File: config.mk
export PLATFORM = sky130hd
export DESIGN_NAME = pn_hash
export DESIGN_NICKNAME = d
export VERILOG_FILES = /design/src/design/pn_pkg.sv /design/src/design/pn_hash.sv
export SDC_FILE = /design/constraint.sdc
export NUM_CORES = 2
export LEC_CHECK = 0
export ABC_CLOCK_PERIOD_IN_PS = 11800
export BUFFER_PORTS_ARGS = -buffer_cell sky130_fd_sc_hd__buf_2
export CAP_MARGIN = 20
export CORE_ASPECT_RATIO = 0.75
export CORE_UTILIZATION = 25
export CTS_BUF_LIST = sky130_fd_sc_hd__clkbuf_4
export DETAILED_ROUTE_END_ITERATION = 12
export PLACE_DENSITY = 0.39
export SYNTH_ARGS = -nofsm -noshare
export SYNTH_HDL_FRONTEND = slang
export SYNTH_SLANG_ARGS = --single-unit
File: constraint.sdc
create_clock -name i_clk -period 11.8 [get_ports i_clk]
set_input_delay 0.59 -clock i_clk [delete_from_list [all_inputs] [get_ports i_clk]]
set_output_delay 0.59 -clock i_clk [all_outputs]
set_load 0.05 [all_outputs]
File: src/design/pn_pkg.sv
`timescale 1ns / 1ps
`default_nettype none
package pn_pkg;

    // fixed-point setup
    localparam int ANGLE_BITS      = 10;
    localparam int COORD_FRAC_BITS = 16;
    localparam int QTR_BITS        = ANGLE_BITS - 2;
    localparam int QTR_SIZE        = 1 << QTR_BITS;
    localparam int T_SHIFT         = 18 - ANGLE_BITS;
    localparam int SINE_W          = 17;
    localparam int GRAD_W          = SINE_W + 1;
    localparam int OFS_W           = 17;
    localparam int DOT_W           = OFS_W + GRAD_W + 1;

    // hash multipliers
    localparam logic [31:0] HASH_K1 = 32'd3284157443;
    localparam logic [31:0] HASH_K2 = 32'd1911520717;
    localparam logic [31:0] HASH_K3 = 32'd2048419325;

    typedef logic signed [DOT_W-1:0] t_dot;
    typedef logic signed [GRAD_W-1:0] t_grad;
    typedef logic signed [OFS_W-1:0] t_ofs;

    // gradient quadrant of the angle
    typedef enum logic [1:0] {
        QUAD_0 = 2'd0,
        QUAD_1 = 2'd1,
        QUAD_2 = 2'd2,
        QUAD_3 = 2'd3
    } t_quad;

    // polynomial quarter sine, q16 in and out
    function automatic logic [SINE_W-1:0] quarter_sine(input longint unsigned t);
        longint unsigned t2;
        longint unsigned inner;
        longint unsigned p;
        longint unsigned s;
        t2    = (t * t) >> 16;
        inner = 64'd42155 - ((t2 * 64'd4765) >> 16);
        p     = 64'd102939 - ((t2 * inner) >> 16);
        s     = (t * p) >> 16;
        if (s > 64'd65536) begin
            s = 64'd65536;
        end
        return SINE_W'(s);
    endfunction

    // one entry per quadrant step, both ends included
    function automatic logic [(QTR_SIZE+1)*SINE_W-1:0] build_sine();
        logic [(QTR_SIZE+1)*SINE_W-1:0] tbl;
        tbl = '0;
        for (int i = 0; i <= QTR_SIZE; i++) begin
            tbl[i*SINE_W +: SINE_W] = quarter_sine(64'(i) << T_SHIFT);
        end
        return tbl;
    endfunction

    localparam logic [(QTR_SIZE+1)*SINE_W-1:0] SINE_TBL = build_sine();

    function automatic logic [SINE_W-1:0] sine_at(input logic [QTR_BITS:0] i);
        return SINE_TBL[i*SINE_W +: SINE_W];
    endfunction

endpackage
`default_nettype wire

File: src/design/pn_hash.sv
`timescale 1ns / 1ps
`default_nettype none
module pn_hash (
    input  wire logic        i_clk,
    input  wire logic [2:0]  i_en,
    input  wire logic [31:0] i_cx,
    input  wire logic [31:0] i_cy,
    output logic [31:0]      o_hash
);
    import pn_pkg::*;

    logic [31:0] r_a1;
    logic [31:0] r_cy1;
    logic [31:0] r_a2;
    logic [31:0] r_b;
    logic [31:0] r_h;
    logic [31:0] n_b;
    logic [31:0] n_h;

    // mix steps, one multiply per stage
    always_comb begin
        n_b = 32'((r_cy1 ^ {r_a1[15:0], r_a1[31:16]}) * HASH_K2);
        n_h = 32'((r_a2 ^ {r_b[15:0], r_b[31:16]}) * HASH_K3);
    end

    always_ff @(posedge i_clk) begin
        if (i_en[0]) begin
            r_a1  <= 32'(i_cx * HASH_K1);
            r_cy1 <= i_cy;
        end
        if (i_en[1]) begin
            r_b  <= n_b;
            r_a2 <= r_a1;
        end
        if (i_en[2]) begin
            r_h <= n_h;
        end
    end

    assign o_hash = r_h;
endmodule
`default_nettype wire

# ---- Yosys cells after proc, flatten, opt, wreduce, memory -nomap -nowiden
# Index checks and enable logic that the tools add are counted.
# Widths: inputs -> output; s select.
dict set report classes {
  multipliers 3
  bitwise_logic 2
}
# cell count
set ops {}
lappend ops {{$mul 32x31->32 const B} 3}
lappend ops {{$xor 32x32->32} 2}
dict set report totals {
  register_bits 160
  in_bits 68
  out_inout_bits 32
  word_cells 10
}

# ---- Logic depth before layout (Yosys ltp)
dict set report depth {
  ltp_word 2
  mapped_depth 27
  ltp_nobuf 27
}

# ---- Least setup slack after synthesis
# No wires, ideal clock.
dict set report synth_timing {
  path_kind {register to register}
  startpoint {reg r_b[29]}
  endpoint {reg r_h[31], in the netlist o_hash[31] (data pin)}
  setup_time_ns 0.260
  t_arrival_ns 6.908
  required_ns 11.540
  setup_slack_ns 4.632
  stages_incl_launch_ff 24
  n_path_buf 0
  period_less_slack_ns 7.168
  cell_sequence {edfxtp_1 -> xor2_1 -> inv_1 -> fa_1 -> inv_1 -> fa_1 -> fa_1 -> inv_1 -> fa_1 -> inv_1 -> fa_1 -> inv_1 -> fa_1 -> inv_1 -> fa_1 -> fa_1 -> ha_1 -> a2111oi_0 -> o21ai_0 -> o21ai_0 -> o22ai_1 -> a2111oi_0 -> a21oi_1 -> xnor2_1}
}
dict set report synth_via {
  elab_chain_len 2
}
# item line
set synth_lines {}
lappend synth_lines {{start, declared} pn_hash.sv:15} ;# logic [31:0] r_b;
lappend synth_lines {{start signal, assigned} pn_hash.sv:32} ;# r_b <= n_b;
lappend synth_lines {{$xor 32x32->32} pn_hash.sv:23} ;# n_h = 32'((r_a2 ^ {r_b[15:0], r_b[31:16]}) * HASH_K3);
lappend synth_lines {{$mul 32x31->32} pn_hash.sv:23}
lappend synth_lines {{named net n_h[31]} pn_hash.sv:18} ;# logic [31:0] n_h;
lappend synth_lines {{end signal, assigned} pn_hash.sv:36} ;# r_h <= n_h;
lappend synth_lines {{end, declared} pn_hash.sv:16} ;# logic [31:0] r_h;
# The timed path passes the listed nets, and every way through them passes these cells.
# A chain may end at the register's enable or synchronous reset.

# ---- Final worst setup path
# Same ends and word-level chain as after synthesis.

==> flow_summary.json <==
{
  "grt_usage_pct": 14.7,
  "place_ws_ps": 3200,
  "grt_max_degree": 65,
  "synth_area_mm2": 0.0288,
  "final-setup-viol-count": 0,
  "ios": 100,
  "ys_seq_area_share_pct": 16.7,
  "rows": 107,
  "synth.distinct_cells": 67,
  "drtIter0Drc": 900,
  "core_area_mm2": 0.114,
  "critPathBufInv": 6,
  "place_congestion": 0.915,
  "synthDominantCellAreaShare_pct": 36.1,
  "via_per_inst": 4.13,
  "crit_slowest_cell": "a2111oi_1",
  "start_util_pct": 25.3,
  "worstSkewPairLatency_ps": 850,
  "vias": 17637,
  "cts_inserted_buffers": 17,
  "required_ps": 12370,
  "async_reset_ff_share_pct": 0,
  "drive_above_1_share_pct": 6.06,
  "synthTopCellsByCount": "inv_1 (765), fa_1 (520), ha_1 (518), edfxtp_1 (160), xnor2_1 (157)",
  "path_delay_family": "adder cells",
  "dieArea_mm2": 0.117,
  "finalCritPeriodShare_pct": 73.4,
  "timing.fmax_mhz": 115,
  "tightestPinTransition_ps": 1110,
  "syn_to_final_growth_pct": 11.0,
  "rsz0062_at_grt": "no",
  "synth.most_common_cell": "inv_1",
  "ctsResizeCount": 0,
  "maxCapViolations": 0,
  "start_kind": "register",
  "antenna_found_initial": 5,
  "clkTransAtPathRegs_ps": 210,
  "cts_tree": "built",
  "finalHoldViolCount": 0,
  "grt_first_pass_wirelength_mm": 125,
  "design_area_mm2": 0.0320,
  "tns_ps": 0,
  "hpwl_mm": 74.6,
  "skew_ps": 48.7,
  "ant_nets": 0,
  "synth_seq_cells": 160,
  "syn_inst": 2562,
  "slowest_delay_ps": 980,
  "syn_area_per_cell_um2": 11.2,
  "die_h_um": 296,
  "drt_wl_total_mm": 82.6,
  "cts.path.max_buffers": 2,
  "grt_pass1_vias": 19816,
  "root_buffer": "clkbuf_4",
  "firstDrtPassIters": 7,
  "crit_arrival_ps": 9230,
  "period_minus_slack_ps": 8660,
  "drc": 0,
  "finalWorstSetupSlack_ps": 3140,
  "fp.dieW_um": 394,
  "critPathMostFrequentCell": "fa_1",
  "h-tree-depth": 4,
  "final-max-slew-violation-count": 0,
  "post_dp_cell_area_mm2": 0.0313,
  "path_cells": "xor2_1 > inv_1 > fa_1 > inv_1 > fa_1 > fa_1 > inv_1 > fa_1 > inv_1 > fa_1 > inv_1 > fa_1 > inv_1 > fa_1 > fa_1 > ha_1 > a2111oi_0 > o21ai_0 > o21ai_0 > o22ai_1 > a2111oi_1 > a21oi_1 > xnor2_1",
  "status": "completed",
  "crit_type": "register to register",
  "endpoint_kind": "register",
  "fillers": 11820,
  "synth_area_leader_cell": "fa_1",
  "ys.flop_type": "edfxtp_1",
  "hp-class": "primary input to register",
  "yosysWarnings": 0,
  "fin_nets": 3831,
  "synth_enable_flop_cells": 160,
  "port_buffers": 99,
  "overflow": 0,
  "crit_path_max_fanout": 7,
  "cts_sinks": 160,
  "syn-num-nets": 3668,
  "wl_per_cell_um": 19.3,
  "synth_area_leaders": "fa_1 (36%), ha_1 (23%), edfxtp_1 (17%), inv_1 (10%), xnor2_1 (4.8%)",
  "max_slew_margin_pct": 25.5
}
[metal layers]
layer	track usage (%)	wire length [um]	vias up
met5	0	0	-
met4	2.60	890	0
met3	3.51	4670	45
met2	21.9	34300	338
met1	21.7	42700	8914
li1	-	-	8340
[cell type report]
class / instances / area (um2) / area share (%)
multi-input cells: 1633 / 21100 / 66.1
flip-flops and latches: 160 / 4800 / 15.0
inverters: 765 / 2870 / 8.98
well taps: 1526 / 1910 / 5.97
repair buffers: 148 / 943 / 2.95
clock inverters: 14 / 166 / 0.521
clock buffers: 18 / 135 / 0.423
diodes: 5 / 12.5 / 0.0391
[final timing paths]
| path | start | end | slack (ps) | depth (start not counted) |
|---|---|---|---|---|
| hold reg to reg | r_a1[25]$_DFFE_PP_ | r_a2[25]$_DFFE_PP_ | 490 | 0 |
| setup / recovery | r_b[29]$_DFFE_PP_ | o_hash[31]$_DFFE_PP_ | 3140 | 23 |
| setup reg to reg | r_b[29]$_DFFE_PP_ | o_hash[31]$_DFFE_PP_ | 3140 | 23 |
| hold / removal | i_cx[0] | r_a1[0]$_DFFE_PP_ | 170 | 1 |
[metrics by stage]
stage | instances | utilization [%] | hold WS [ps]
after floorplan | 2562 | - | 448
after global placement | 4200 | 27.5 | 457
after detailed placement | 4200 | 27.5 | 464
after CTS | 4264 | 28.0 | 60.9
after global routing | 4269 | 28.1 | 90.2
final | 4269 | 28.1 | 167
[layout by cell type (no fill, tap or decap), types with 8 or more instances in the layout]
master / n
ha_1: 518
clkbuf_4: 18
nand2b_1: 9
a21o_1: 22
nand3_1: 14
inv_1: 765
xnor2_1: 157
nor2b_1: 13
edfxtp_1: 160
o21ai_0: 34
buf_2: 99
o21a_1: 12
nor3_1: 10
dlygate4sd3_1: 32
o21bai_1: 8
buf_4: 17
nor2_1: 48
a21oi_1: 63
fa_1: 520
nand2_1: 33
xor2_1: 73
[flip-flops by register name, summed over array words and instances, names as in the netlist]
signal  flops
r_a2       32
r_b        32
o_hash     32
r_a1       32
r_cy1      32
[logic make-up (layout without fill, tap and decap cells)]
group / Yosys count / in the layout / share of synthesized area (%)
AO/OA/AOI/OAI: 205 / 205 / 4.83
buffers and inverters: 769 / 945 / 10.0
AND/OR/NAND/NOR: 157 / 157 / 2.69
flip-flops: 160 / 160 / 16.7
XOR/XNOR: 232 / 232 / 7.10
multiplexers: 1 / 1 / 0.0348
adder cells (fa/ha/maj): 1038 / 1038 / 58.6
other: 0 / 5 / 0
[what timing repair did]
item / in CTS / in global routing
endpoints found under the setup margin: 0 / 0
hold endpoints to repair: 32 / 0
hold buffers: 32 / 0
setup buffers: 0 / 0
Power is left out: the tool's default activity adds up to more than one toggle a clock period on the data nets, which glitch-free logic cannot reach.
