[config.mk]
export PLATFORM = sky130hd
export DESIGN_NAME = pn_grad
export DESIGN_NICKNAME = d
export VERILOG_FILES = /design/src/design/pn_pkg.sv /design/src/design/pn_grad.sv
export SDC_FILE = /design/constraint.sdc
export NUM_CORES = 2
export LEC_CHECK = 0
export BUFFER_PORTS_ARGS = -buffer_cell sky130_fd_sc_hd__buf_4
export CAP_MARGIN = 15
export CORE_ASPECT_RATIO = 1.75
export CORE_MARGIN = 2
export CORE_UTILIZATION = 60
export DETAILED_ROUTE_END_ITERATION = 6
export HOLD_SLACK_MARGIN = 0.05
export PLACE_DENSITY = 0.77
export RECOVER_POWER = 50
export SLEW_MARGIN = 40
export SYNTH_ARGS = -nofsm -noshare
export SYNTH_HDL_FRONTEND = slang
export SYNTH_SLANG_ARGS = --single-unit
[constraint.sdc]
create_clock -name i_clk -period 14.7 [get_ports i_clk]
set_input_delay 1.47 -clock i_clk [delete_from_list [all_inputs] [get_ports i_clk]]
set_output_delay 1.47 -clock i_clk [all_outputs]
set_load 0.005 [all_outputs]
[src/design/pn_pkg.sv]
`timescale 1ns / 1ps
`default_nettype none
package pn_pkg;

    // fixed-point setup
    localparam int ANGLE_BITS      = 10;
    localparam int COORD_FRAC_BITS = 16;
    localparam int QTR_BITS        = ANGLE_BITS - 2;
    localparam int QTR_SIZE        = 1 << QTR_BITS;
    localparam int T_SHIFT         = 18 - ANGLE_BITS;
    localparam int SINE_W          = 17;
    localparam int GRAD_W          = SINE_W + 1;
    localparam int OFS_W           = 17;
    localparam int DOT_W           = OFS_W + GRAD_W + 1;

    // hash multipliers
    localparam logic [31:0] HASH_K1 = 32'd3284157443;
    localparam logic [31:0] HASH_K2 = 32'd1911520717;
    localparam logic [31:0] HASH_K3 = 32'd2048419325;

    typedef logic signed [DOT_W-1:0] t_dot;
    typedef logic signed [GRAD_W-1:0] t_grad;
    typedef logic signed [OFS_W-1:0] t_ofs;

    // gradient quadrant of the angle
    typedef enum logic [1:0] {
        QUAD_0 = 2'd0,
        QUAD_1 = 2'd1,
        QUAD_2 = 2'd2,
        QUAD_3 = 2'd3
    } t_quad;

    // polynomial quarter sine, q16 in and out
    function automatic logic [SINE_W-1:0] quarter_sine(input longint unsigned t);
        longint unsigned t2;
        longint unsigned inner;
        longint unsigned p;
        longint unsigned s;
        t2    = (t * t) >> 16;
        inner = 64'd42155 - ((t2 * 64'd4765) >> 16);
        p     = 64'd102939 - ((t2 * inner) >> 16);
        s     = (t * p) >> 16;
        if (s > 64'd65536) begin
            s = 64'd65536;
        end
        return SINE_W'(s);
    endfunction

    // one entry per quadrant step, both ends included
    function automatic logic [(QTR_SIZE+1)*SINE_W-1:0] build_sine();
        logic [(QTR_SIZE+1)*SINE_W-1:0] tbl;
        tbl = '0;
        for (int i = 0; i <= QTR_SIZE; i++) begin
            tbl[i*SINE_W +: SINE_W] = quarter_sine(64'(i) << T_SHIFT);
        end
        return tbl;
    endfunction

    localparam logic [(QTR_SIZE+1)*SINE_W-1:0] SINE_TBL = build_sine();

    function automatic logic [SINE_W-1:0] sine_at(input logic [QTR_BITS:0] i);
        return SINE_TBL[i*SINE_W +: SINE_W];
    endfunction

endpackage
`default_nettype wire

[src/design/pn_grad.sv]
`timescale 1ns / 1ps
`default_nettype none
module pn_grad (
    input  wire logic           i_clk,
    input  wire logic [1:0]     i_en,
    input  wire logic [31:0]    i_hash,
    input  wire pn_pkg::t_ofs   i_dx,
    input  wire pn_pkg::t_ofs   i_dy,
    output pn_pkg::t_dot        o_dot
);
    import pn_pkg::*;

    logic [ANGLE_BITS-1:0] idx;
    t_quad                 quad;
    logic [QTR_BITS-1:0]   pos;
    t_grad                 s_val;
    t_grad                 c_val;
    t_grad                 n_gx;
    t_grad                 n_gy;
    t_grad                 r_gx;
    t_grad                 r_gy;
    t_ofs                  r_dx;
    t_ofs                  r_dy;
    t_dot                  r_dot;
    logic signed [DOT_W-2:0] px;
    logic signed [DOT_W-2:0] py;

    // angle lookup and quadrant rotation
    always_comb begin
        idx   = i_hash[31 -: ANGLE_BITS];
        quad  = t_quad'(idx[ANGLE_BITS-1 -: 2]);
        pos   = idx[QTR_BITS-1:0];
        s_val = $signed({1'b0, sine_at({1'b0, pos})});
        c_val = $signed({1'b0, sine_at((QTR_BITS+1)'(QTR_SIZE) - {1'b0, pos})});
        case (quad)
            QUAD_0: begin
                n_gx = c_val;
                n_gy = s_val;
            end
            QUAD_1: begin
                n_gx = -s_val;
                n_gy = c_val;
            end
            QUAD_2: begin
                n_gx = -c_val;
                n_gy = -s_val;
            end
            default: begin
                n_gx = s_val;
                n_gy = -c_val;
            end
        endcase
    end

    // dot with the corner offset
    always_comb begin
        px = r_dx * r_gx;
        py = r_dy * r_gy;
    end

    always_ff @(posedge i_clk) begin
        if (i_en[0]) begin
            r_gx <= n_gx;
            r_gy <= n_gy;
            r_dx <= i_dx;
            r_dy <= i_dy;
        end
        if (i_en[1]) begin
            r_dot <= {px[DOT_W-2], px} + {py[DOT_W-2], py};
        end
    end

    assign o_dot = r_dot;
endmodule
`default_nettype wire

# After elaboration in Yosys (flattened, before gate mapping)
# Index checks and enable logic that the tools add are counted.
totals:
  out_inout_bits: 36
  ff_bits: 106
  wordCells: 20
op_classes:
  n_shift: 2
  add_sub_neg: 4
  eq_ne: 2
  n_mul: 4
  reduce_logical: 1
  mux: 2
op_table:
  columns: ["cell", "count"]
  rows:
  - ["indexed part select 4369 x 14 -> 17 bit (first input constant)", 1]
  - ["indexed part select 4369 x 15 -> 17 bit (first input constant)", 1]
  - ["case mux 18 bit (3 select lines)", 2]
  - ["multiplier 17 x 18 -> 35 bit", 2]
  - ["adder 35 x 35 -> 36 bit", 1]
  - ["negation 17 -> 18 bit", 2]
  - ["multiplier 9 x 5 -> 14 bit (second input constant)", 1]
  - ["multiplier 8 x 5 -> 13 bit (second input constant)", 1]
  - ["subtractor 9 x 8 -> 9 bit (first input constant)", 1]
  - ["equality test 2 x 1 -> 1 bit (second input constant)", 1]
  - ["equality test 2 bit (second input constant)", 1]
  - ["logical NOT 2 bit", 1]

# Depth between registers and ports, before layout
logic_depth:
  depth_word: 5
  depth_mapped: 30
  ltp_nobuf: 29

# Worst setup path after synthesis
# No wires, ideal clock.
synth_path:
  kind: "reg2reg"
  startpoint: "reg r_dy[0]"
  endpoint: "reg r_dot[33] (netlist: o_dot[33]), data pin"
  required_time_ps: 14441
  arrival_time_ps: 7453
  stages_incl_launch_ff: 28
  n_path_buf: 1
  setup_slack_ps: 6988
  path_cell_list: "edfxtp_1 -> clkbuf_1 -> nand2_1 -> inv_1 -> fa_1 -> fa_1 -> inv_1 -> fa_1 -> inv_1 -> fa_1 -> fa_1 -> fa_1 -> fa_1 -> inv_1 -> fa_1 -> inv_1 -> ha_1 -> a21o_1 -> a21o_1 -> a21oi_1 -> nor3b_1 -> a21oi_1 -> o22a_1 -> a22o_1 -> o21ai_0 -> nand2b_1 -> a21oi_1 -> xnor2_1"
synth_via:
  elab_chain_len: 2
synth_rtl:
  columns: ["element", "line", "rtl"]
  rows:
  - ["start, declared", "pn_grad.sv:23", "t_ofs r_dy;"]
  - ["start signal, assigned", "pn_grad.sv:66", "r_dy <= i_dy;"]
  - ["multiplier 17 x 18 -> 35 bit", "pn_grad.sv:58", "py = r_dy * r_gy;"]
  - ["adder 35 x 35 -> 36 bit", "pn_grad.sv:69", "r_dot <= {px[DOT_W-2], px} + {py[DOT_W-2], py};"]
  - ["end signal, assigned", "pn_grad.sv:69", null]
  - ["end, declared", "pn_grad.sv:24", "t_dot r_dot;"]
# Every way passes these cells.
# A chain may end at the register's enable or synchronous reset.

# Worst setup path after layout
layout_path:
  startpoint: "reg r_dy[0]"
  endpoint: "reg r_dot[32] (netlist: o_dot[32]), data pin"
# Same word-level chain as after synthesis.

==> results by group <==
Floorplanning
  • Die X-Extent: 195 um
  • Number of placed I/O pins: 105
  • DIE AREA: approximately 66000 sq um
  • Core box area: about 63000 sq um
  • # rows: 122
  • Die Y: 338 um
  • Initial Utilization: 0.605

Yosys
  • Distinct cells, synth: 110
  • Share of the synthesized area in the top cell type: 0.373
  • Top cell type by total area after synthesis: fa_1
  • Syn. warnings: 0
  • Post-synth ARST share: 0
  • Syn_area_per_cell: around 8.7 sq um
  • Seq/Total Area, Yosys: 0.0833
  • Synthesized area: 38200 sq um
  • Yosys reg bits: roughly 110
  • Mapped Cells: approximately 4400
  • Dominant cells by area after synthesis: fa_1 37%, edfxtp_1 8.3%, inv_1 7.4%
  • Syn_nets: around 5400
  • Post-synth EDFFs: roughly 110
  • Commonest register cell after synthesis: edfxtp_1

Worst setup path
  • Critical-path cell list: nand2_1 > inv_1 > fa_1 > fa_1 > inv_1 > fa_1 > inv_1 > fa_1 > fa_1 > fa_1 > fa_1 > inv_1 > fa_1 > inv_1 > ha_1 > and3_1 > nand3_1 > o31ai_1 > a21oi_1 > nor2_1 > a31oi_1 > o21bai_1 > a21oi_1 > xnor2_1
  • Crit path max-delay cell type: edfxtp_1
  • Worst path max stage delay: between 700 and 800 ps
  • Worst setup SP type: flip-flop
  • CP Max Fanout: 18
  • WS Path Type: flip-flop to flip-flop
  • Worst path most repeated cell: fa_1
  • Critical Path Sink Type: flip-flop
  • Required @ worst endpoint: ~15000 ps
  • CP arrival: 9290 ps

Timing
  • Setup Total Neg Slack: 0 ps
  • Max Slew Vio Count: 108
  • RSZ-0062 raised after global routing: false
  • Max Clk Rate: 0.110 GHz
  • Min Tclk post-route: around 9100 ps
  • Fin. Hold Viols: 0
  • Final setup viols: 0
  • Clk_skew: between 15 and 20 ps
  • Tcrit/Tclk final: 0.621
  • Worst Max-Slew Pin Slew: between 4000 and 5000 ps
  • Relative slew slack: -1.88

Clock network
  • CTS tree: built
  • Resized cells post-CTS: 0
  • Worst-skew pair later-pin latency: between 400 and 500 ps
  • Max Root-Sink Buffers: 2
  • Hold-fix buffers, CTS: 0
  • Clock-pin slew on the worst setup and hold paths: about 90 ps
  • TritonCTS buffer count: 9
  • Root Driver: clkbuf_16
  • Setup Buffers After CTS: 0
  • CTS Sinks: 106
  • CTS H-tree depth: 3

Run status
  • Violated checks: max-capacitance violations, max-slew violations
  • Status: finished, violations left

Routing
  • Routed Antenna Nets: 0
  • DRT iter0 DRCs: between 3000 and 4000
  • Initial DRT Pass Iterations: 6
  • Vias: 33500
  • Vias per cell: 6.65
  • Drt drc: 0
  • DR WL/cell: roughly 27 um
  • Final Routed Wirelength: about 140 mm

GRT
  • Total track usage: 0.427
  • First-pass GRT wire length: ~210 mm
  • Vias in the first global route: 35400
  • Largest net degree at the start of global routing: 76
  • Initial antenna violation count: 2
  • Grt total ovfl: 0

Final layout
  • Layout area overhead: 2.76%
  • Nets@finish: slightly above 5000
  • Layout cells sized above 1: 0.0589
  • Fin area: between 30000 and 40000 sq um

Placement
  • Routability cong.: roughly 1.0
  • Buffers on Ports: around 80
  • Placed inst area: roughly 39000 sq um
  • Post-DP HPWL: ~110 mm

Run
  • MaxCap Viol Count: 2

Hold path
  • Hold WC Path Type: flip-flop to flip-flop
## critical path, delay by kind of cell (launching register included)
family	cells	cell delay (ps)
adder cells (fa/ha/maj)	9	4430
buffers and inverters	5	940
flip-flops	1	770
XOR/XNOR	1	130
AND/OR/NAND/NOR	4	1270
AO/OA/AOI/OAI	5	1340
## stage by stage
step	cells	worst slack (ps)	utilization	hold WS, ps
detailed placement	5015	5610	0.615	978
global placement	5014	5660	0.615	953
CTS	5031	5590	0.621	1010
floorplan	4382	6990	-	730
global route	5032	5140	0.621	1070
finish	5035	5570	0.621	1030
## registers in the layout (all words and copies together), names as in the netlist
name / count
o_dot: 36
r_dx: 17
r_dy: 17
r_gx: 18
r_gy: 18
## cells by family after synthesis
group                    synth area share
AO/OA/AOI/OAI                       0.157
buffers and inverters               0.113
AND/OR/NAND/NOR                     0.171
XOR/XNOR                           0.0165
adder cells (fa/ha/maj)             0.436
multiplexers                       0.0226
flip-flops                         0.0833
## synthesized netlist by cell type, types with 14 or more instances
library cell,count
edfxtp_1,106
o31ai_1,22
o21ai_0,154
a21oi_1,171
fa_1,712
ha_1,193
and3_1,17
a211oi_1,68
or2_2,17
nand3_1,49
xor2_1,15
buf_2,82
a221oi_1,24
and2_1,293
a21o_1,23
o311ai_0,24
a2111oi_0,18
nor2_1,164
a31oi_1,35
o221ai_1,25
or3_1,14
nand2b_1,64
xnor2_1,52
nor4_1,16
a311oi_1,21
nand2_1,501
nor2b_1,47
nor3_1,69
clkbuf_1,187
inv_1,754
mux2i_1,39
o22ai_1,26
o21a_1,15
buf_4,18
mux4_2,18
o211ai_1,51
## layout make-up
cell class	instances	area (sq um)
diodes	3	7.51
clock buffers	9	225
clock inverters	7	93.8
fillers	5412	23900
inverters	760	2860
multi-input cells	3204	30900
flip-flops and latches	106	3180
well taps	806	1010
repair buffers	140	1030
## metal layers
layer,vias up,wire [um],global-route usage
met3,816,11400,0.0794
met5,-,0,0
met2,2064,66800,0.729
li1,14000,-,-
met1,16600,43500,0.449
met4,0,15600,0.392
## cells in the final DEF (no fill, tap or decap), drive strengths merged, types with 12 or more instances in the layout
cell     Yosys  routed
nor2       166     166
o31ai       22      22
a21oi      171     171
a22oi       12      12
a221oi      26      26
and2       296     296
nor2b       47      47
nand4       12      12
xnor2       54      54
inv        756     757
o21ai      155     155
o211ai      51      51
a211o       13      13
a311oi      23      23
mux4        18      18
or3         15      15
nand3       51      51
xor2        15      15
edfxtp     106     106
ha         193     193
and3        17      17
nand2      502     502
clkbuf     187      45
buf        125     104
nand2b      64      64
a31oi       35      35
o221ai      25      25
mux2i       39      39
nor3        72      72
nor4        19      19
o311ai      26      26
o22ai       26      26
a211oi      69      69
a21o        23      23
o21a        15      15
a2111oi     19      19
or2         18      18
fa         712     712
## final timing paths
| check | from | end | slack [ps] | depth (start not counted) |
|---|---|---|---|---|
| setup / recovery | r_dy[0] | o_dot[32] | 5570 | 24 |
| hold / removal | r_gx[0] | o_dot[0] | 1030 | 3 |
| setup reg to reg | r_dy[0] | o_dot[32] | 5570 | 24 |
| hold reg to reg | r_gx[0] | o_dot[0] | 1030 | 3 |
Power is left out: the tool's default activity adds up to more than one toggle a clock period on the data nets, which glitch-free logic cannot reach.
