### config.mk
export PLATFORM = sky130hd
export DESIGN_NAME = pn_fade
export DESIGN_NICKNAME = d
export VERILOG_FILES = /design/src/design/pn_pkg.sv /design/src/design/pn_fade.sv
export SDC_FILE = /design/constraint.sdc
export NUM_CORES = 2
export LEC_CHECK = 0
export ABC_AREA = 0
export ABC_CLOCK_PERIOD_IN_PS = 8530
export BUFFER_PORTS_ARGS = -buffer_cell sky130_fd_sc_hd__buf_4
export CAP_MARGIN = 25
export CORE_MARGIN = 2
export CORE_UTILIZATION = 66
export CTS_BUF_LIST = sky130_fd_sc_hd__clkbuf_8
export CTS_CLUSTER_DIAMETER = 40
export DETAILED_ROUTE_END_ITERATION = 10
export GPL_TIMING_DRIVEN = 0
export HOLD_SLACK_MARGIN = 0.03
export PLACE_DENSITY_LB_ADDON = 0.15
export RECOVER_POWER = 25
export SYNTH_ARGS = -nofsm -noshare
export SYNTH_HDL_FRONTEND = slang
export SYNTH_SLANG_ARGS = --single-unit
export TNS_END_PERCENT = 50
### constraint.sdc
create_clock -name i_clk -period 8.53 [get_ports i_clk]
set_input_delay 1.706 -clock i_clk [delete_from_list [all_inputs] [get_ports i_clk]]
set_output_delay 1.706 -clock i_clk [all_outputs]
set_load 0.03 [all_outputs]
### src/design/pn_pkg.sv
`timescale 1ns / 1ps
`default_nettype none
package pn_pkg;

    // fixed-point setup
    localparam int ANGLE_BITS      = 10;
    localparam int COORD_FRAC_BITS = 16;
    localparam int QTR_BITS        = ANGLE_BITS - 2;
    localparam int QTR_SIZE        = 1 << QTR_BITS;
    localparam int T_SHIFT         = 18 - ANGLE_BITS;
    localparam int SINE_W          = 17;
    localparam int GRAD_W          = SINE_W + 1;
    localparam int OFS_W           = 17;
    localparam int DOT_W           = OFS_W + GRAD_W + 1;

    // hash multipliers
    localparam logic [31:0] HASH_K1 = 32'd3284157443;
    localparam logic [31:0] HASH_K2 = 32'd1911520717;
    localparam logic [31:0] HASH_K3 = 32'd2048419325;

    typedef logic signed [DOT_W-1:0] t_dot;
    typedef logic signed [GRAD_W-1:0] t_grad;
    typedef logic signed [OFS_W-1:0] t_ofs;

    // gradient quadrant of the angle
    typedef enum logic [1:0] {
        QUAD_0 = 2'd0,
        QUAD_1 = 2'd1,
        QUAD_2 = 2'd2,
        QUAD_3 = 2'd3
    } t_quad;

    // polynomial quarter sine, q16 in and out
    function automatic logic [SINE_W-1:0] quarter_sine(input longint unsigned t);
        longint unsigned t2;
        longint unsigned inner;
        longint unsigned p;
        longint unsigned s;
        t2    = (t * t) >> 16;
        inner = 64'd42155 - ((t2 * 64'd4765) >> 16);
        p     = 64'd102939 - ((t2 * inner) >> 16);
        s     = (t * p) >> 16;
        if (s > 64'd65536) begin
            s = 64'd65536;
        end
        return SINE_W'(s);
    endfunction

    // one entry per quadrant step, both ends included
    function automatic logic [(QTR_SIZE+1)*SINE_W-1:0] build_sine();
        logic [(QTR_SIZE+1)*SINE_W-1:0] tbl;
        tbl = '0;
        for (int i = 0; i <= QTR_SIZE; i++) begin
            tbl[i*SINE_W +: SINE_W] = quarter_sine(64'(i) << T_SHIFT);
        end
        return tbl;
    endfunction

    localparam logic [(QTR_SIZE+1)*SINE_W-1:0] SINE_TBL = build_sine();

    function automatic logic [SINE_W-1:0] sine_at(input logic [QTR_BITS:0] i);
        return SINE_TBL[i*SINE_W +: SINE_W];
    endfunction

endpackage
`default_nettype wire

### src/design/pn_fade.sv
`timescale 1ns / 1ps
`default_nettype none
module pn_fade (
    input  wire logic        i_clk,
    input  wire logic [2:0]  i_en,
    input  wire logic [15:0] i_u,
    output logic [16:0]      o_w
);
    import pn_pkg::*;

    logic [31:0] r_u2;
    logic [15:0] r_u1;
    logic [15:0] r_t3;
    logic [35:0] r_p;
    logic [16:0] r_w;
    logic [47:0] cube;
    logic [37:0] n_p;
    logic [51:0] prod;
    logic [19:0] w_raw;

    // t^3 and the quadratic factor, then their product
    always_comb begin
        cube  = 48'(r_u2) * 48'(r_u1);
        n_p   = 38'(r_u2) * 38'd6 + (38'd10 << 32) - ((38'(r_u1) * 38'd15) << 16);
        prod  = 52'(r_t3) * 52'(r_p);
        w_raw = prod[51:32];
    end

    always_ff @(posedge i_clk) begin
        if (i_en[0]) begin
            r_u2 <= 32'(i_u) * 32'(i_u);
            r_u1 <= i_u;
        end
        if (i_en[1]) begin
            r_t3 <= cube[47:32];
            r_p  <= n_p[35:0];
        end
        if (i_en[2]) begin
            r_w <= (w_raw > 20'd65536) ? 17'd65536 : w_raw[16:0];
        end
    end

    assign o_w = r_w;
endmodule
`default_nettype wire

; Yosys cells after proc, flatten, opt, wreduce, memory -nomap -nowiden
; Index checks and enable logic that the tools add are counted.
[op_classes]
n_addsub = 2
multipliers = 5
magnitude_cmp = 1
[op_table]
columns = operator, n
row1 = $mul A16 B36 Y52, 1
row2 = $mul A32 B16 Y48, 1
row3 = $add A35 B36 Y36 const B, 1
row4 = $sub A36 B36 Y36, 1
row5 = $mul A32 B2 Y34 const B, 1
row6 = $mul A16 B16 Y32, 1
row7 = $gt A20 B17 Y1 const B, 1
row8 = $mul A16 B4 Y20 const B, 1
[word_totals]
ff_bits = 117
input_bits = 20
output_inout_bits = 17
word_cells = 13

; Depth between registers and ports, before layout
[depth]
depth_word = 3
ltp_mapped = 27
ltp_nobuf = 25

; Worst setup path before layout
; OpenSTA, ideal clock, no wires.
[synth_timing]
path_kind = input-to-reg
start = input port i_u[1]
end = register r_u2[30], data pin
setup_time_ps = 258
arrival_ps = 7453
required_time_ps = 8272
path_slack_ps = 819
stages = 23
path_buffers = 2
cell_sequence = clkbuf_1 clkbuf_1 nand2_1 fa_1 inv_1 fa_1 fa_1 inv_1 fa_1 fa_1 fa_1 inv_1 ha_1 a21o_1 a221o_1 a21oi_1 o21ai_0 a21oi_1 o211ai_1 a311oi_1 o21bai_1 a21oi_1 xnor2_1
[synth_between]
elab_chain_len = 1
[synth_rtl]
columns = element, line
row1 = start: declaration, pn_fade.sv:6  ; input wire logic [15:0] i_u,
row2 = $mul A16 B16 Y32, pn_fade.sv:31  ; r_u2 <= 32'(i_u) * 32'(i_u);
row3 = end signal: assignment, pn_fade.sv:31
row4 = end: declaration, pn_fade.sv:11  ; logic [31:0] r_u2;
; Every way passes these cells.
; A chain may end at the register's enable or synchronous reset.

; Worst setup path after layout
[layout_timing]
start = register r_u1[7]
end = register r_t3[15], data pin
[layout_between]
elab_chain_len = 1
[layout_rtl]
columns = element, line
row1 = start: declaration, pn_fade.sv:12  ; logic [15:0] r_u1;
row2 = start signal: assignment, pn_fade.sv:32  ; r_u1 <= i_u;
row3 = $mul A32 B16 Y48, pn_fade.sv:23  ; cube = 48'(r_u2) * 48'(r_u1);
row4 = net cube[47], pn_fade.sv:16  ; logic [47:0] cube;
row5 = end signal: assignment, pn_fade.sv:35  ; r_t3 <= cube[47:32];
row6 = end: declaration, pn_fade.sv:13  ; logic [15:0] r_t3;
; The timed path passes the listed nets, and every way through them passes these cells.

==> insert_results.sql <==
INSERT INTO impl_metrics (metric_group, metric, value, unit) VALUES
('logic_synthesis', 'number_of_synthesized_register_bits', '113', ''),
('min_path', 'depth_of_the_worst_hold_timing_path', '0', ''),
('logic_synthesis', 'ys_types', '79', ''),
('cts', 'clkSlewWorstSetupHoldPaths', '90', 'ps'),
('cts', 'ctsHoldBuffers', '0', ''),
('sta', 'fin_skew', '31.4', 'ps'),
('grt', 'pin_count_of_the_biggest_net_entering_global_routing', '51', ''),
('logic_synthesis', 'synthesis.area', '46400', 'µm²'),
('outcome', 'violations_in_the_final_reports', 'max-capacitance violations, max-slew violations', ''),
('run', 'max_cap_violations', '1', ''),
('placed_design', 'hpwlAfterDp', '105', 'mm'),
('outcome', 'run_status', 'finished, violations left', ''),
('grt', 'grt_overflow_total', '0', ''),
('floorplanning', 'dieArea', '72500', 'µm²'),
('placed_design', 'buffer_ports.inserted', '36', ''),
('placed_design', 'postPlaceCellArea', '47900', 'µm²'),
('critical_path', 'worst_r2r_path_depth', '20', ''),
('route', 'via_count', '34600', ''),
('cts', 'tritoncts_clock_tree', 'yes', ''),
('sta', 'transition_at_the_pin_with_the_smallest_max_transition_slack', '2640', 'ps'),
('critical_path', 'worst_setup_path_start_kind', 'register', ''),
('grt', 'grt_usage', '36.0', '%'),
('critical_path', 'timing.critical_path.slowest_cell_delay', '820', 'ps'),
('logic_synthesis', 'ys_dominant_reg_cell', 'edfxtp_1', ''),
('critical_path', 'regToRegEndpoint', 'r_t3[15]', ''),
('cells_and_area', 'post_route_cells_drive_above_1_share', '2.74', '%'),
('sta', 'unrepaired_setup_endpoints_after_global_routing', 'yes', ''),
('sta', 'final_min_period_over_clock_period', '97.7', '%'),
('logic_synthesis', 'synth-edff-count', '113', ''),
('critical_path', 'crit_chain', 'clkbuf_1 -> nand2_1 -> fa_1 -> fa_1 -> fa_1 -> fa_1 -> fa_1 -> inv_1 -> fa_1 -> ha_1 -> a2111oi_0 -> o21ai_0 -> a211oi_1 -> a211oi_2 -> a21oi_1 -> o21bai_1 -> a21boi_0 -> a211oi_1 -> a311oi_1 -> xnor2_1', ''),
('critical_path', 'path_common_cell', 'fa_1', ''),
('grt', 'global_route_wire_length_before_repair', '201', 'mm'),
('route', 'post_drt_wl_per_cell', '20.3', 'µm'),
('cts', 'maximum_buffer_depth_of_the_clock_tree', '2', ''),
('route', 'via_per_inst', '5.68', ''),
('route', 'first_iter_violations', '2583', ''),
('critical_path', 'cp_max_fo', '10', ''),
('cts', 'cts-root-buf', 'clkbuf_8', ''),
('critical_path', 'rrSetupSlack', '190', 'ps'),
('grt', 'first_global_vias', '37300', ''),
('sta', 'hold_viol', '0', ''),
('critical_path', 'crit_slowest_cell', 'edfxtp_1', ''),
('sta', 'final-max-slew-violation-count', '47', ''),
('cells_and_area', 'area_growth_syn_to_layout', '4.33', '%'),
('critical_path', 'timing.critical_path.required', '8830', 'ps'),
('sta', 'whs', '788', 'ps'),
('floorplanning', 'io-pin-count', '37', ''),
('placed_design', 'dp_slack', '-590', 'ps'),
('logic_synthesis', 'synthesis.yosys.warnings', '0', ''),
('logic_synthesis', 'avgSynthCellArea', '9.16', 'µm²'),
('logic_synthesis', 'synth-async-reset-ratio', '0', '%'),
('route', 'detail_route.drc_violations', '0', ''),
('route', 'detail_route.wirelength', '124', 'mm'),
('critical_path', 'crit_path_end_kind', 'register', ''),
('grt', 'grt_antenna_before_repair', '3', ''),
('critical_path', 'worst-setup-path-type', 'reg -> reg', ''),
('route', 'first_pass_iters', '6', ''),
('min_path', 'holdCritStartpoint', 'r_u2[0]', ''),
('floorplanning', 'dieWidth', '269', 'µm'),
('sta', 'period_minus_slack', '8340', 'ps'),
('placed_design', 'gp_congestion', '1.03', ''),
('sta', 'slew_headroom', '-76.3', '%'),
('logic_synthesis', 'synth.net_count', '6593', ''),
('logic_synthesis', 'synth_cells', '5070', ''),
('cts', 'clk_latency', '560', 'ps'),
('cells_and_area', 'nNetsFinal', '6661', ''),
('critical_path', 'cp.arrival', '8630', 'ps'),
('cells_and_area', 'finalInstanceArea', '48400', 'µm²'),
('min_path', 'min_delay_worst_type', 'reg -> reg', ''),
('cts', 'cts.htree.levels', '4', ''),
('logic_synthesis', 'synth-seq-area-share', '7.31', '%');
-- per-layer routing --
metal	track usage (%)	part of all wire (%)	vias to the layer above
li1	-	-	15400
met1	44.1	37	17200
met2	59.5	47	1634
met3	6.95	8.7	385
met4	21.2	6.9	0
met5	0	0	-
-- cell families after synthesis --
family	count (synthesis)	share of synthesized area, %
AND/OR/NAND/NOR	1510	15.2
flip-flops	113	7.31
AO/OA/AOI/OAI	445	6.26
buffers and inverters	1358	11.0
multiplexers	5	0.110
XOR/XNOR	136	2.57
adder cells (fa/ha/maj)	1503	57.6
-- worst max-delay path, delay by kind of cell, from the launching register on --
kind / cells / cell delay, ps
xor gates and xnor gates: 1 / 110
and+or+nand+nor: 1 / 150
adders and majority gates: 7 / 3280
DFF: 1 / 820
AOI/OAI and AO/OA: 9 / 3200
buffers and inverters: 2 / 490
-- timing repair --
| action | CTS | global route |
|---|---|---|
| pin swaps | 0 | 0 |
| setup endpoints to repair | 2 | 26 |
| buffers inserted | 0 | 16 |
| gates resized for setup | 3 | 66 |
-- how the worst max path moves through the flow --
stage | start | endpoint | slack (ps)
2_1_floorplan | i_u[1] | r_u2[30] | 820
3_3_place_gp | i_u[1] | r_u2[30] | -490
3_5_place_dp | i_u[1] | r_u2[30] | -590
4_1_cts | i_u[1] | r_u2[30] | 10
5_1_grt | i_u[12] | r_u2[30] | -20
6_report | r_u1[7] | r_t3[15] | 190
-- synthesized netlist by cell type, types with 6 or more instances --
| cell | instances | share of area, % |
|---|---|---|
| a211oi_1 | 15 | 0.24 |
| a21boi_0 | 6 | 0.097 |
| a21o_1 | 72 | 1.2 |
| a21oi_1 | 146 | 1.6 |
| a221o_1 | 6 | 0.13 |
| a311oi_1 | 8 | 0.15 |
| a31oi_1 | 7 | 0.094 |
| and2_1 | 391 | 5.3 |
| and3_1 | 22 | 0.30 |
| clkbuf_1 | 195 | 1.6 |
| edfxtp_1 | 113 | 7.3 |
| fa_1 | 1055 | 45 |
| ha_1 | 448 | 12 |
| inv_1 | 1161 | 9.4 |
| nand2_1 | 842 | 6.8 |
| nand2b_1 | 17 | 0.23 |
| nand3_1 | 27 | 0.29 |
| nand4_1 | 19 | 0.26 |
| nor2_1 | 104 | 0.84 |
| nor2b_1 | 22 | 0.30 |
| nor3_1 | 22 | 0.24 |
| o211ai_1 | 13 | 0.21 |
| o21a_1 | 16 | 0.26 |
| o21ai_0 | 70 | 0.75 |
| o21bai_1 | 22 | 0.36 |
| o31a_1 | 6 | 0.11 |
| or2_2 | 10 | 0.13 |
| or3_1 | 8 | 0.11 |
| xnor2_1 | 93 | 1.8 |
| xor2_1 | 43 | 0.81 |
-- sequential cells by signal, indices dropped and copies added (netlist names) --
signal,flops
r_t3,16
r_u1,15
r_p,34
o_w,17
r_u2,31
-- cell usage in the layout, fill, tap and decap left out, types with 22 or more instances in the layout --
| cell type | instances |
|---|---|
| nand3_1 | 27 |
| nor2b_1 | 22 |
| ha_1 | 448 |
| o21bai_1 | 22 |
| edfxtp_1 | 113 |
| clkbuf_1 | 163 |
| and3_1 | 22 |
| o21ai_0 | 70 |
| fa_1 | 1055 |
| xor2_1 | 43 |
| buf_4 | 44 |
| nor3_1 | 22 |
| a21oi_1 | 146 |
| xnor2_1 | 93 |
| a21o_1 | 72 |
| nor2_1 | 104 |
| inv_1 | 1161 |
| clkbuf_2 | 35 |
| and2_1 | 391 |
| nand2_1 | 842 |
-- layout make-up --
| cell class | count | area [µm²] |
|---|---|---|
| Buffer | 194 | 779 |
| Clock inverter | 15 | 171 |
| Fill cell | 5698 | 21300 |
| Timing Repair Buffer | 52 | 380 |
| Antenna cell | 4 | 10.0 |
| Inverter | 1161 | 4360 |
| Sequential cell | 113 | 3390 |
| Tap cell | 940 | 1180 |
| Multi-Input combinational cell | 3599 | 37900 |
| Clock buffer | 17 | 234 |
-- through the flow --
step	cells	util, %
after floorplan	5070	-
after global placement	6046	68.6
after detailed placement	6046	68.6
after CTS	6078	69.2
after global routing	6092	69.4
final	6095	69.4
Power is left out: the tool's default activity adds up to more than one toggle a clock period on the data nets, which glitch-free logic cannot reach.
